## config.mk

```make
export PLATFORM = sky130hd
export DESIGN_NAME = wopi_mul
export DESIGN_NICKNAME = d
export VERILOG_FILES = /design/src/rtl/core/wopi_mul.sv
export SDC_FILE = /design/constraint.sdc
export NUM_CORES = 2
export LEC_CHECK = 0
export ABC_AREA = 1
export BUFFER_PORTS_ARGS = -buffer_cell sky130_fd_sc_hd__buf_2
export CORE_AREA = 2 2 292 294
export DETAILED_ROUTE_END_ITERATION = 12
export DIE_AREA = 0 0 294 296
export PLACE_DENSITY = 0.63
export SYNTH_ARGS = -nofsm -noshare
export SYNTH_HDL_FRONTEND = slang
export SYNTH_SLANG_ARGS = --single-unit
export TNS_END_PERCENT = 1
```

## constraint.sdc

```tcl
create_clock -name i_clk -period 6.6 [get_ports i_clk]
set_input_delay 0.33 -clock i_clk [delete_from_list [all_inputs] [get_ports i_clk]]
set_output_delay 0.33 -clock i_clk [all_outputs]
set_load 0.03 [all_outputs]
```

## src/rtl/core/wopi_mul.sv

```systemverilog
// Shared registered 32x32 unsigned multiplier.
module wopi_mul (
    input  logic        i_clk,
    input  logic [31:0] i_a,
    input  logic [31:0] i_b,
    output logic [63:0] o_p
);
    logic [63:0] r_p;

    always_ff @(posedge i_clk) begin
        r_p <= 64'(i_a) * 64'(i_b);
    end

    assign o_p = r_p;
endmodule

```

# Yosys cells after proc, flatten, opt, wreduce, memory -nomap -nowiden
# Cells that the tools add are included.
[op_classes]
mul = 1
[op_table]
columns = ["op", "count"]
rows = [
  ["multiplier 32 x 32 -> 64 bit", 1],
]
[totals]
input_bits = 65
wordCells = 2
output_inout_bits = 64
reg_bits = 64

# Longest topological paths before layout
[depth]
depth_word = 1
ltp_mapped = 30
depth_no_buf = 29

# Worst setup path before layout
# OpenSTA, ideal clock, no wires.
[synth_timing]
kind = "input-to-reg"
start = "input port i_a[25]"
end = "register r_p[60], in the netlist o_p[60]"
n_path_buf = 1
required_time_ns = 6.488
t_arrival_ns = 6.032
stages = 26
setup_time_ns = 0.112
setup_slack_ns = 0.456
cell_sequence = "clkbuf_1 nand2_1 fa_1 inv_1 fa_1 inv_1 fa_1 inv_1 fa_1 fa_1 fa_1 fa_1 inv_1 fa_1 inv_1 ha_1 nand2_1 nand2_1 a21oi_1 nand2_1 nand2_1 nand2_1 a21oi_1 nand2_1 nand2_1 nand2_1"
[synth_between]
elab_chain_cells = 1
[synth_rtl]
columns = ["element", "line", "source"]
rows = [
  ["from (decl)", "4", "input logic [31:0] i_a,"],
  ["multiplier 32 x 32 -> 64 bit", "11", "r_p <= 64'(i_a) * 64'(i_b);"],
  ["to (signal assigned)", "11", ""],
  ["to (decl)", "8", "logic [63:0] r_p;"],
]
# Every way passes these cells.

# Final worst setup path
[layout_timing]
start = "input port i_b[10]"
end = "register r_p[61], in the netlist o_p[61]"
[layout_between]
elab_chain_cells = 1
[layout_rtl]
columns = ["element", "line", "source"]
rows = [
  ["from (decl)", "5", "input logic [31:0] i_b,"],
  ["multiplier 32 x 32 -> 64 bit", "11", ""],
]
# Every way passes these cells.

==> reports/metrics.yaml <==
global_routing:
  grt_pass1_wl_mm: 168
  grt_util_met3_pct: 1.54
  grt_use_total_pct: 24.4
  grt_pass1_vias: 31900
  gr-usage-met2_pct: 43.6
  grtUsageMet1_pct: 33.0
  grt-ovfl-total: 0
  antenna_found_initial: 5
  top_usage_layer: "met2"
  grt_start_max_net_pins: 24
clock_tree:
  cts_buffers: 9
  root_buffer: "clkbuf_16"
  cts_sinks: 64
  path_clk_slew_ns: 0.08
  clockBufferDepth: 2
  cts_tree: "built"
  cts_setup_buffers: 0
  htreeDepth: 3
worst_hold_path:
  min-delay-start: "i_b[0]"
  hp-class: "primary input to flop"
yosys:
  synth.cell_area_sq_um: 37400
  ys_ff_latch: 64
  synthCells: 5023
  yosys_warnings: 0
  syn_nets: 6247
  synth_cell_types: 23
  synth-seq-area-share_pct: 3.43
  syn_avg_cell_area_sq_um: 7.45
timing:
  rsz0062_at_grt: "true"
  fin_hold_ws_ns: 0.425
  tightest_slew_ns: 0.449
  setup_violations: 0
  final.min_clock_period_ns: 6.35
  fmax_mhz: 158
  post-route-period-util_pct: 96.2
  finalHoldViolCount: 0
  relSlewSlack_pct: 70.0
  worst_slack_ns: 0.252
  slew_viol_final: 0
final_layout:
  final_common_cell: "inv_1"
  fin_nets: 6494
  area_delta_synth_final_pct: 11.7
  largest_register_ffs: 64
  layout_common_cells: "inv_1 (1,723), nand2_1 (1,564), fa_1 (894), buf_4 (271), ha_1 (260)"
  drive_gt1_share_pct: 9.91
setup_path:
  critPathArrivalTime_ns: 6.59
  crit_required_ns: 6.84
  cp-startpoint: "i_b[10]"
  startpoint_type: "primary input"
  critPathKind: "primary input to flop"
  crit_path_end_kind: "flop"
  cp_max_fo: 9
floorplan:
  initial_utilization_pct: 44.4
  rows: 107
  die_h_um: 296
  core-area_sq_um: 84200
  die-area_sq_um: 87000
  fp.dieW_um: 294
  ios: 129
placed_design:
  hpwl_mm: 91.6
  port_buffers: 128
  gp_congestion: 0.930
  dp_slack_ns: -0.283
route:
  drc: 0
  wirelength_mm: 101
  via_count: 30000
  viasPerCell: 4.71
  antenna_left: 0
  first_pass_iters: 5
  wl_per_cell_um: 15.8
  drtIter0Drc: 1649
status:
  status: "completed"
job:
  drv_cap: 0
kinds of logic (layout without fill, tap and decap cells):
logic type	Yosys count	in the layout	share of synthesized area (%)
XOR/XNOR	35	35	0.820
AO/OA/AOI/OAI	57	57	0.853
buffers and inverters	1927	2179	19.3
other	0	5	0
adder cells (fa/ha/maj)	1159	1159	56.8
AND/OR/NAND/NOR	1781	1781	18.8
flip-flops	64	64	3.43
synth_stat cells:
master	n	area share, %
nor2_1	81	0.81
nor2_4	6	0.18
nor3_2	6	0.16
xnor2_1	2	0.047
o21ai_0	2	0.027
o21bai_1	11	0.22
ha_1	263	8.8
xor2_1	33	0.77
dfxtp_1	64	3.4
clkbuf_1	192	1.9
nor3_1	11	0.15
nor2_2	14	0.23
nor3_4	1	0.044
fa_1	896	48
nand3_2	9	0.24
nand2_2	15	0.25
nand2_1	1566	16
inv_1	1723	17
o21bai_2	1	0.030
nand3_1	56	0.75
inv_2	12	0.12
nand4_1	16	0.27
a21oi_1	43	0.58
per-stage QoR:
step	util [%]	cells	area, sq um	TNS [ns]
final	49.6	6370	41800	0
after global routing	49.6	6367	41800	-0.0207
after CTS	49.5	6365	41700	0
after detailed placement	49.1	6349	41300	-6.13
after global placement	49.1	6349	41300	-3.97
after floorplan	-	5023	37400	0
path summary, 6_finish.rpt:
kind	to	cells after the start	slack [ns]
worst max-delay path	o_p[61]	26	0.25
worst min-delay path	o_p[0]	3	0.42
cell type report:
class | instances | area (sq um)
Fill cell | 8313 | 42400
Tap cell | 1090 | 1360
Timing Repair Buffer | 428 | 3310
Clock inverter | 6 | 115
Multi-Input combinational cell | 3032 | 29000
Clock buffer | 10 | 239
Sequential cell | 64 | 1280
Inverter | 1735 | 6510
Antenna cell | 5 | 12.5
metal layers:
layer  vias up  part of all wire [%]
met4         4                   1.8
met2       775                    51
met1     15000                    42
met3       113                   4.9
li1      14100                     -
met5         -                 0.030
worst max-delay path: stages:
cell	delay (ns)
clkbuf_4	0.19
buf_4	0.19
buf_4	0.14
buf_4	0.15
nand2_1	0.05
inv_1	0.04
fa_1	0.48
fa_1	0.55
inv_1	0.06
fa_1	0.46
fa_1	0.56
inv_1	0.06
fa_1	0.54
fa_1	0.42
fa_1	0.50
ha_1	0.32
ha_2	0.43
nand2_2	0.10
nor2_2	0.14
inv_2	0.06
nor3_2	0.28
nand2_1	0.12
nor2_1	0.13
nand2_2	0.11
nand3_1	0.10
nand2_1	0.05
repair_timing:
action | CTS | global route
setup endpoints to repair | 0 | 33
hold endpoints to repair | 0 | 0
hold buffers | 0 | 0
resized for setup | 0 | 37
Power is not shown: default switching activity piles up to over one toggle a cycle in this logic, so the estimate is an artifact.
