==> src/rtl/core/wopi_pkg.sv <==
// Package: constants, types and helper functions of the wheel odometry pose integrator.
package wopi_pkg;

    localparam int          CORDIC_STEPS_DEF = 16;
    localparam logic [31:0] DPT_RESET        = 32'd41177;
    localparam logic [31:0] RATE_TO_BAM      = 32'd44798134;
    localparam logic [33:0] CORDIC_X0        = 34'sd652032874;
    localparam int          CW               = 34;

    typedef struct packed {
        logic                 done;
        logic signed [CW-1:0] cs;
        logic signed [CW-1:0] sn;
    } t_cordic_res;

    function automatic logic [31:0] atan_bam(input logic [4:0] idx);
        logic [31:0] v;
        unique case (idx)
            5'd0:  v = 32'h20000000;
            5'd1:  v = 32'h12E4051E;
            5'd2:  v = 32'h09FB385B;
            5'd3:  v = 32'h051111D4;
            5'd4:  v = 32'h028B0D43;
            5'd5:  v = 32'h0145D7E1;
            5'd6:  v = 32'h00A2F61E;
            5'd7:  v = 32'h00517C55;
            5'd8:  v = 32'h0028BE53;
            5'd9:  v = 32'h00145F2F;
            5'd10: v = 32'd667544;
            5'd11: v = 32'd333772;
            5'd12: v = 32'd166886;
            5'd13: v = 32'd83443;
            5'd14: v = 32'd41722;
            5'd15: v = 32'd20861;
            5'd16: v = 32'd10430;
            5'd17: v = 32'd5215;
            5'd18: v = 32'd2608;
            5'd19: v = 32'd1304;
            5'd20: v = 32'd652;
            5'd21: v = 32'd326;
            5'd22: v = 32'd163;
            5'd23: v = 32'd81;
            5'd24: v = 32'd41;
            5'd25: v = 32'd20;
            5'd26: v = 32'd10;
            5'd27: v = 32'd5;
            5'd28: v = 32'd3;
            5'd29: v = 32'd1;
            5'd30: v = 32'd1;
            default: v = 32'd0;
        endcase
        return v;
    endfunction

    function automatic logic signed [47:0] sat48(input logic signed [50:0] v);
        logic signed [47:0] r;
        if (v > 51'sh0_7FFF_FFFF_FFFF) begin
            r = 48'sh7FFF_FFFF_FFFF;
        end else if (v < -51'sh0_8000_0000_0000) begin
            r = 48'sh8000_0000_0000;
        end else begin
            r = v[47:0];
        end
        return r;
    endfunction

endpackage

==> src/rtl/core/wopi_cordic.sv <==
// Iterative rotation-mode CORDIC producing cosine and sine of a binary angle.
module wopi_cordic #(
    parameter int CORDIC_STEPS = wopi_pkg::CORDIC_STEPS_DEF
) (
    input  logic                  i_clk,
    input  logic                  i_rst_n,
    input  logic                  i_start,
    input  logic [31:0]           i_ang,
    output wopi_pkg::t_cordic_res o_res
);
    localparam int STEPS = (CORDIC_STEPS > 32) ? 32 : CORDIC_STEPS;
    localparam int IW    = $clog2(STEPS + 1);

    logic                          r_busy;
    logic                          r_done;
    logic                          r_flip;
    logic [IW-1:0]                 r_i;
    logic signed [wopi_pkg::CW-1:0] r_x;
    logic signed [wopi_pkg::CW-1:0] r_y;
    logic signed [wopi_pkg::CW-1:0] r_z;
    logic signed [wopi_pkg::CW-1:0] w_xs;
    logic signed [wopi_pkg::CW-1:0] w_ys;
    logic signed [wopi_pkg::CW-1:0] w_at;
    logic [31:0]                   w_ang;
    logic                          w_flip;

    assign w_flip = (i_ang[31:30] == 2'b01) || (i_ang[31:30] == 2'b10);
    assign w_ang  = w_flip ? (i_ang + 32'h8000_0000) : i_ang;
    assign w_xs   = r_x >>> r_i;
    assign w_ys   = r_y >>> r_i;
    assign w_at   = $signed({2'b00, wopi_pkg::atan_bam(5'(r_i))});

    always_ff @(posedge i_clk) begin
        if (!i_rst_n) begin
            r_busy <= 1'b0;
            r_done <= 1'b0;
            r_i    <= '0;
        end else begin
            r_done <= 1'b0;
            if (i_start) begin
                r_busy <= 1'b1;
                r_i    <= '0;
            end else if (r_busy) begin
                if (r_i == IW'(STEPS - 1)) begin
                    r_busy <= 1'b0;
                    r_done <= 1'b1;
                end
                r_i <= r_i + 1'b1;
            end
        end
    end

    always_ff @(posedge i_clk) begin
        if (i_start) begin
            r_flip <= w_flip;
            r_x    <= $signed(wopi_pkg::CORDIC_X0);
            r_y    <= '0;
            r_z    <= $signed({{2{w_ang[31]}}, w_ang});
        end else if (r_busy) begin
            if (!r_z[wopi_pkg::CW-1]) begin
                r_x <= r_x - w_ys;
                r_y <= r_y + w_xs;
                r_z <= r_z - w_at;
            end else begin
                r_x <= r_x + w_ys;
                r_y <= r_y - w_xs;
                r_z <= r_z + w_at;
            end
        end
    end

    assign o_res.done = r_done;
    assign o_res.cs   = r_flip ? -r_x : r_x;
    assign o_res.sn   = r_flip ? -r_y : r_y;
endmodule

==> config.mk <==
export PLATFORM = sky130hd
export DESIGN_NAME = wopi_cordic
export DESIGN_NICKNAME = d
export VERILOG_FILES = /design/src/rtl/core/wopi_pkg.sv /design/src/rtl/core/wopi_cordic.sv
export SDC_FILE = /design/constraint.sdc
export NUM_CORES = 1
export LEC_CHECK = 0
export BUFFER_PORTS_ARGS = -buffer_cell sky130_fd_sc_hd__buf_2
export CAP_MARGIN = 20
export CORE_MARGIN = 2
export CORE_UTILIZATION = 39
export CTS_BUF_LIST = sky130_fd_sc_hd__clkbuf_8
export DETAILED_ROUTE_END_ITERATION = 12
export GPL_ROUTABILITY_DRIVEN = 0
export PLACE_DENSITY_LB_ADDON = 0.05
export SKIP_LAST_GASP = 1
export SLEW_MARGIN = 10
export SYNTH_ARGS = -nofsm -noshare
export SYNTH_HDL_FRONTEND = slang
export SYNTH_SLANG_ARGS = --single-unit
==> constraint.sdc <==
create_clock -name i_clk -period 17.89 [get_ports i_clk]
set_input_delay 0 -clock i_clk [delete_from_list [all_inputs] [get_ports i_clk]]
set_output_delay 0 -clock i_clk [all_outputs]
set_load 0.01 [all_outputs]
# Word-level counts from Yosys, hierarchy flattened
# Memory sizes are Yosys's and may differ from the RTL's. A register that Yosys moved wholly into a read port is not among the register bits.
# Cells that the tools add are included.
dict set report classes {
  bitwise_logic 2
  mux 14
  n_shift 2
  addsub 10
  eq_ne 3
  n_reduce_logical 4
}
# op count
set op_table {}
lappend op_table {{$mux 34} 7}
lappend op_table {{$add 34x34->34} 2}
lappend op_table {{$neg 34->34} 2}
lappend op_table {{$sshr 34x5->34} 2}
lappend op_table {{$sub 34x34->34} 2}
lappend op_table {{$add 34x33->34} 1}
lappend op_table {{$sub 34x33->34} 1}
lappend op_table {{$add 32x32->32 const B} 1}
lappend op_table {{$mux 32} 1}
lappend op_table {{$mux 5} 2}
lappend op_table {{$add 5x1->5 const B} 1}
lappend op_table {{$eq 5x4->1 const B} 1}
lappend op_table {{$mux 1} 4}
lappend op_table {{$reduce_or 3->1} 1}
lappend op_table {{$eq 2x1->1 const B} 1}
lappend op_table {{$eq 2x2->1 const B} 1}
lappend op_table {{$not 1->1} 2}
lappend op_table {{$reduce_bool 2->1} 1}
lappend op_table {{$reduce_or 2->1} 1}
lappend op_table {{$logic_or 1x1->1} 1}
dict set report word_totals {
  out_inout_bits 69
  in_bits 35
  reg_bits 110
  wordCells 43
  romBits 960
  mem_count 1
}
# name words word_bits read_ports rd_clocked_by_memory_dff write_ports line
set mem_list {}
lappend mem_list {{(no name shown)} 32 30 1 1 0 wopi_pkg.sv:18} ;# unique case (idx)

# Logic depth before layout (Yosys ltp)
dict set report logic_depth {
  ltp_word 4
  depth_mapped 26
  mapped_depth_nobuf 23
}

# Least setup slack after synthesis
# Ideal clock, no wire load.
dict set report synth_path {
  kind {flip-flop to flip-flop}
  from {reg r_i[4]}
  to {reg r_y[33] (netlist name)}
  stages_incl_launch_ff 26
  synth_period_minus_slack_ns 5.687
  required_ns 17.767
  setup_slack_ns 12.203
  setup_ns 0.123
  arrival_ns 5.564
  path_buffers 6
  cell_sequence {dfxtp_1 -> clkbuf_1 -> buf_4 -> buf_2 -> buf_1 -> clkbuf_1 -> buf_1 -> o21a_1 -> ha_1 -> nand3_1 -> nor3b_1 -> and4_1 -> nor2b_1 -> a31oi_1 -> xor2_1 -> ha_1 -> a21o_1 -> a21oi_1 -> nand2b_1 -> a21oi_1 -> a21bo_2 -> nand4_1 -> a31oi_1 -> or3_1 -> mux2i_1 -> mux2_1}
}
dict set report synth_between {
  elab_chain_cells 3
  elab_cells_between_ends 4
  cone_classes {add/sub (2); shift (1); mux (1)}
}
# item line
set synth_lines {}
lappend synth_lines {{start, declared} wopi_cordic.sv:17} ;# logic [IW-1:0] r_i;
lappend synth_lines {{start signal, assigned} wopi_cordic.sv:48} ;# r_i <= r_i + 1'b1;
lappend synth_lines {{$sshr 34x5->34 *} wopi_cordic.sv:29} ;# assign w_xs = r_x >>> r_i;
lappend synth_lines {{$add 34x34->34 or $sub 34x34->34 (tied branches)} {wopi_cordic.sv:62, wopi_cordic.sv:66}}
lappend synth_lines {{$mux 34 *} wopi_cordic.sv:60} ;# if (!r_z[wopi_pkg::CW-1]) begin
lappend synth_lines {{end signal, assigned} wopi_cordic.sv:62} ;# r_y <= r_y + w_xs;
lappend synth_lines {{end signal, assigned} wopi_cordic.sv:66} ;# r_y <= r_y - w_xs;
lappend synth_lines {{end, declared} wopi_cordic.sv:19} ;# logic signed [wopi_pkg::CW-1:0] r_y;
# Every way passes the cells marked *; elsewhere a longest branch is shown, timed or not.
# A chain may end at the register's enable or synchronous reset.

# Worst setup path in the final report
dict set report layout_path {
  from {reg r_i[1]}
  to {reg r_y[33] (netlist name)}
}
# The elaborated chain is that of the path after synthesis.

==> flow_metrics.py <==
metrics = {
    "critical_path": {
        "cp_num_buf_inv": 1,
        "worstPathArrival_ps": 8060,
        "path_cells": "buf_4 -> mux4_1 -> mux2i_1 -> o21ai_0 -> nand2_1 -> o21a_1 -> ha_1 -> nand3_1 -> nor3b_1 -> and4_1 -> nor2b_1 -> a31oi_1 -> xor2_1 -> ha_1 -> a21o_1 -> a21oi_1 -> nand2b_1 -> a21oi_1 -> a21bo_2 -> nand4_1 -> a31oi_1 -> or3_1 -> mux2i_1 -> mux2_1",
        "max_stage_delay_ps": 850,
        "setup.worst_path.end_class": "flip-flop",
        "cpMaxStageDelayCell": "buf_4",
        "cp.required_ps": 18390,
        "critPathKind": "reg2reg",
        "regToRegSetupSlack_ps": 10330,
        "critPathTopFamily": "simple AND/OR/NAND/NOR gates",
        "cp_max_fo": 73,
        "start_kind": "flip-flop",
    },
    "placed_design": {
        "io_buffers": 103,
        "dp_cells": 2922,
        "dp_hpwl_mm": 49.56,
    },
    "logic_synthesis": {
        "synth_cell_types": 94,
        "synth.ff_latch_count": 140,
        "syn_inst": 2358,
        "ys_async_sr_fraction_pct": 0,
        "synth-edff-count": 35,
        "synth_area_sq_um": 18900,
        "synth_nets": 2509,
        "synth-main-ff-cell": "dfxtp_1",
        "synth.avg_cell_area_sq_um": 8.015,
        "yosys_warnings": 0,
        "ys_seq_area_share_pct": 16.68,
    },
    "layout": {
        "drive_gt1_share_pct": 12.93,
        "n_fill_cell": 4839,
        "fin_util_pct": 42.50,
        "nets": 2513,
        "insertedDiodeCount": 0,
        "syn_to_final_growth_pct": 7.362,
        "final_cells": 2990,
    },
    "die": {
        "core_sq_um": 47750,
        "fp.dieH_um": 224.1,
        "die-area_sq_um": 50240,
        "io-pin-count": 104,
        "row_count": 80,
        "start_util_pct": 39.58,
        "die_w_um": 224.1,
    },
    "flow_run": {
        "max_cap_viol_count": 0,
    },
    "clocking": {
        "cts_max_level": 4,
        "cts_tree": "yes",
        "cts.path.max_buffers": 2,
        "cts.sinks": 140,
        "cts_root_buffer": "clkbuf_8",
        "clock_latency_ps": 600,
        "cts_resized": 0,
        "path_clk_slew_ps": 120,
        "cts_buffers": 17,
    },
    "drt": {
        "wl_per_cell_um": 22.21,
        "via_count": 18651,
        "dr.pass1.iters": 6,
        "routed_wirelength_mm": 66.40,
        "drc_errors": 0,
        "viasPerCell": 6.238,
        "ant_nets": 0,
        "drt_iter0_drc": 1581,
    },
    "pwr": {
        "combPwrFrac_pct": 72.8,
        "pwr-share-seq_pct": 19.2,
        "power.internal_mw": 1.630,
        "peakVddDrop_uv": 71.21,
        "cellPowerDensity_nw_per_um2": 170.2,
        "switchingPower_mw": 1.824,
        "switching_share_pct": 52.82,
        "clockPowerShare_pct": 8.0,
        "p_leak_nw": 8.130,
    },
    "timing": {
        "finalSetupViolCount": 0,
        "period_minus_slack_ps": 7558,
        "finalHoldViolCount": 0,
        "max_freq_mhz": 132.3,
        "worst_pin_slew_ps": 1225,
        "slew_headroom_pct": 18.18,
        "skew_ps": 30.81,
        "drv_slew": 0,
        "final.period_utilization_pct": 42.25,
        "rsz0062_at_grt": "false",
        "setup_tns_ps": 0,
        "fin_hold_ws_ps": 231.4,
    },
    "hold_path": {
        "hold_path_class": "in2reg",
    },
    "global_route": {
        "grt_pass1_wl_mm": 102.3,
        "grt_use_total_pct": 26.22,
        "grt_pass1_vias": 17529,
        "overflow": 0,
        "grt_max_degree": 77,
        "antenna_found_initial": 0,
    },
    "run_status": {
        "status": "finished clean",
    },
}
==> cell type report <==
class	count	area (sq um)	share of cell area, %
clock buffers	18	247.7	1.221
repair buffers	168	1096	5.402
inverters	67	251.5	1.239
flip-flops and latches	140	3168	15.61
multi-input cells	1968	14620	72.07
clock inverters	14	133.9	0.6598
well taps	615	769.5	3.792
==> tightest hold or removal path, cell delays in order <==
cell	delay (ps)
dlygate4sd3_1	520
buf_2	90
nand2_1	40
o21ai_0	50
==> power by group through the flow <==
stage	clock [mW]	sequential, mW	combinational, mW
6_report	0.277	0.664	2.51
5_1_grt	0.301	0.674	2.78
4_1_cts	0.291	0.654	2.50
3_5_place_dp	0	0.662	2.47
3_3_place_gp	0	0.659	2.47
2_1_floorplan	0	0.480	2.00
==> sequential cells by signal (all words and copies together), names as in the netlist <==
register,count
r_x,34
r_y,34
r_z,34
w_at,30
r_i,5
r_busy,1
r_done,1
r_flip,1
==> cell usage after synthesis, types with 11 or more instances <==
cell | count | area (sq um)
nand2_1 | 224 | 840.8
nor2_1 | 224 | 840.8
a21oi_1 | 201 | 1006
o21ai_0 | 142 | 710.7
xnor2_1 | 139 | 1217
clkbuf_1 | 118 | 442.9
ha_1 | 113 | 1414
dfxtp_1 | 105 | 2102
xor2_1 | 86 | 753.2
mux2i_1 | 81 | 810.8
mux4_2 | 74 | 1667
inv_1 | 61 | 229.0
nor3_1 | 48 | 240.2
a21o_1 | 44 | 330.3
edfxtp_1 | 35 | 1051
nand3_1 | 34 | 170.2
a31oi_1 | 32 | 200.2
nand2b_1 | 30 | 187.7
o31ai_1 | 29 | 217.7
mux2_2 | 27 | 304.0
a211oi_1 | 24 | 180.2
o211ai_1 | 22 | 165.2
buf_4 | 21 | 157.7
buf_1 | 20 | 75.07
o21a_1 | 20 | 150.1
o22ai_1 | 20 | 125.1
and2_1 | 19 | 118.9
or4_1 | 18 | 135.1
nor2b_1 | 17 | 106.4
a22oi_1 | 16 | 120.1
and3_1 | 16 | 100.1
o21bai_1 | 15 | 112.6
or3_1 | 15 | 93.84
nor4_1 | 14 | 87.58
a211o_1 | 13 | 113.9
mux4_1 | 13 | 341.6
buf_2 | 12 | 60.06
nand4_1 | 11 | 68.82
==> worst paths after layout <==
path,from,to,cells after the start
setup reg to reg,r_i[1]$_SDFFE_PP0P_,r_y[33]$_SDFFE_PP0P_,24
hold reg to reg,r_y[0]$_SDFFE_PP0P_,r_y[0]$_SDFFE_PP0P_,2
hold / removal,i_ang[10],r_z[10]$_DFFE_PP_,4
setup / recovery,r_i[1]$_SDFFE_PP0P_,r_y[33]$_SDFFE_PP0P_,24
==> layout by cell type, fill, tap and decap left out, types with 60 or more instances in the layout <==
| cell type | instances |
|---|---|
| a21oi_1 | 201 |
| nor2_1 | 223 |
| nand2_1 | 224 |
| o21ai_0 | 142 |
| mux2i_1 | 81 |
| mux4_2 | 74 |
| dfxtp_1 | 99 |
| buf_2 | 102 |
| inv_1 | 60 |
| ha_1 | 113 |
| xor2_1 | 86 |
| xnor2_1 | 139 |
==> metrics by stage <==
step                      power (mW)  instance area (sq um)  setup WS, ps
after floorplan                2.479                  18900         12200
after global placement         3.133                  19540         10560
after detailed placement       3.137                  19550         10470
after CTS                      3.444                  20290         10440
after global routing           3.752                  20290          9744
final                          3.454                  20290         10330
==> layer usage <==
layer	wire (um)	track usage, %
met1	29100	34.71
met2	30530	42.18
met3	4339	4.565
met4	2424	10.84
met5	0	0
==> cells by family (layout without fill, tap and decap cells) <==
logic type | count (synthesis) | in the layout | synth area share [%]
muxes | 197 | 197 | 16.64
xor gates and xnor gates | 225 | 225 | 10.43
DFF | 140 | 140 | 16.68
buffers and inverters | 250 | 267 | 5.952
adders and majority gates | 116 | 116 | 7.799
AOI/OAI and AO/OA | 707 | 707 | 24.32
and+or+nand+nor | 723 | 723 | 18.17
==> timing repair <==
item	CTS	global route
hold endpoints to repair	68	0
hold buffers	36	0
buffers inserted	0	0
No activity file was read; power rests on OpenSTA's default activity.
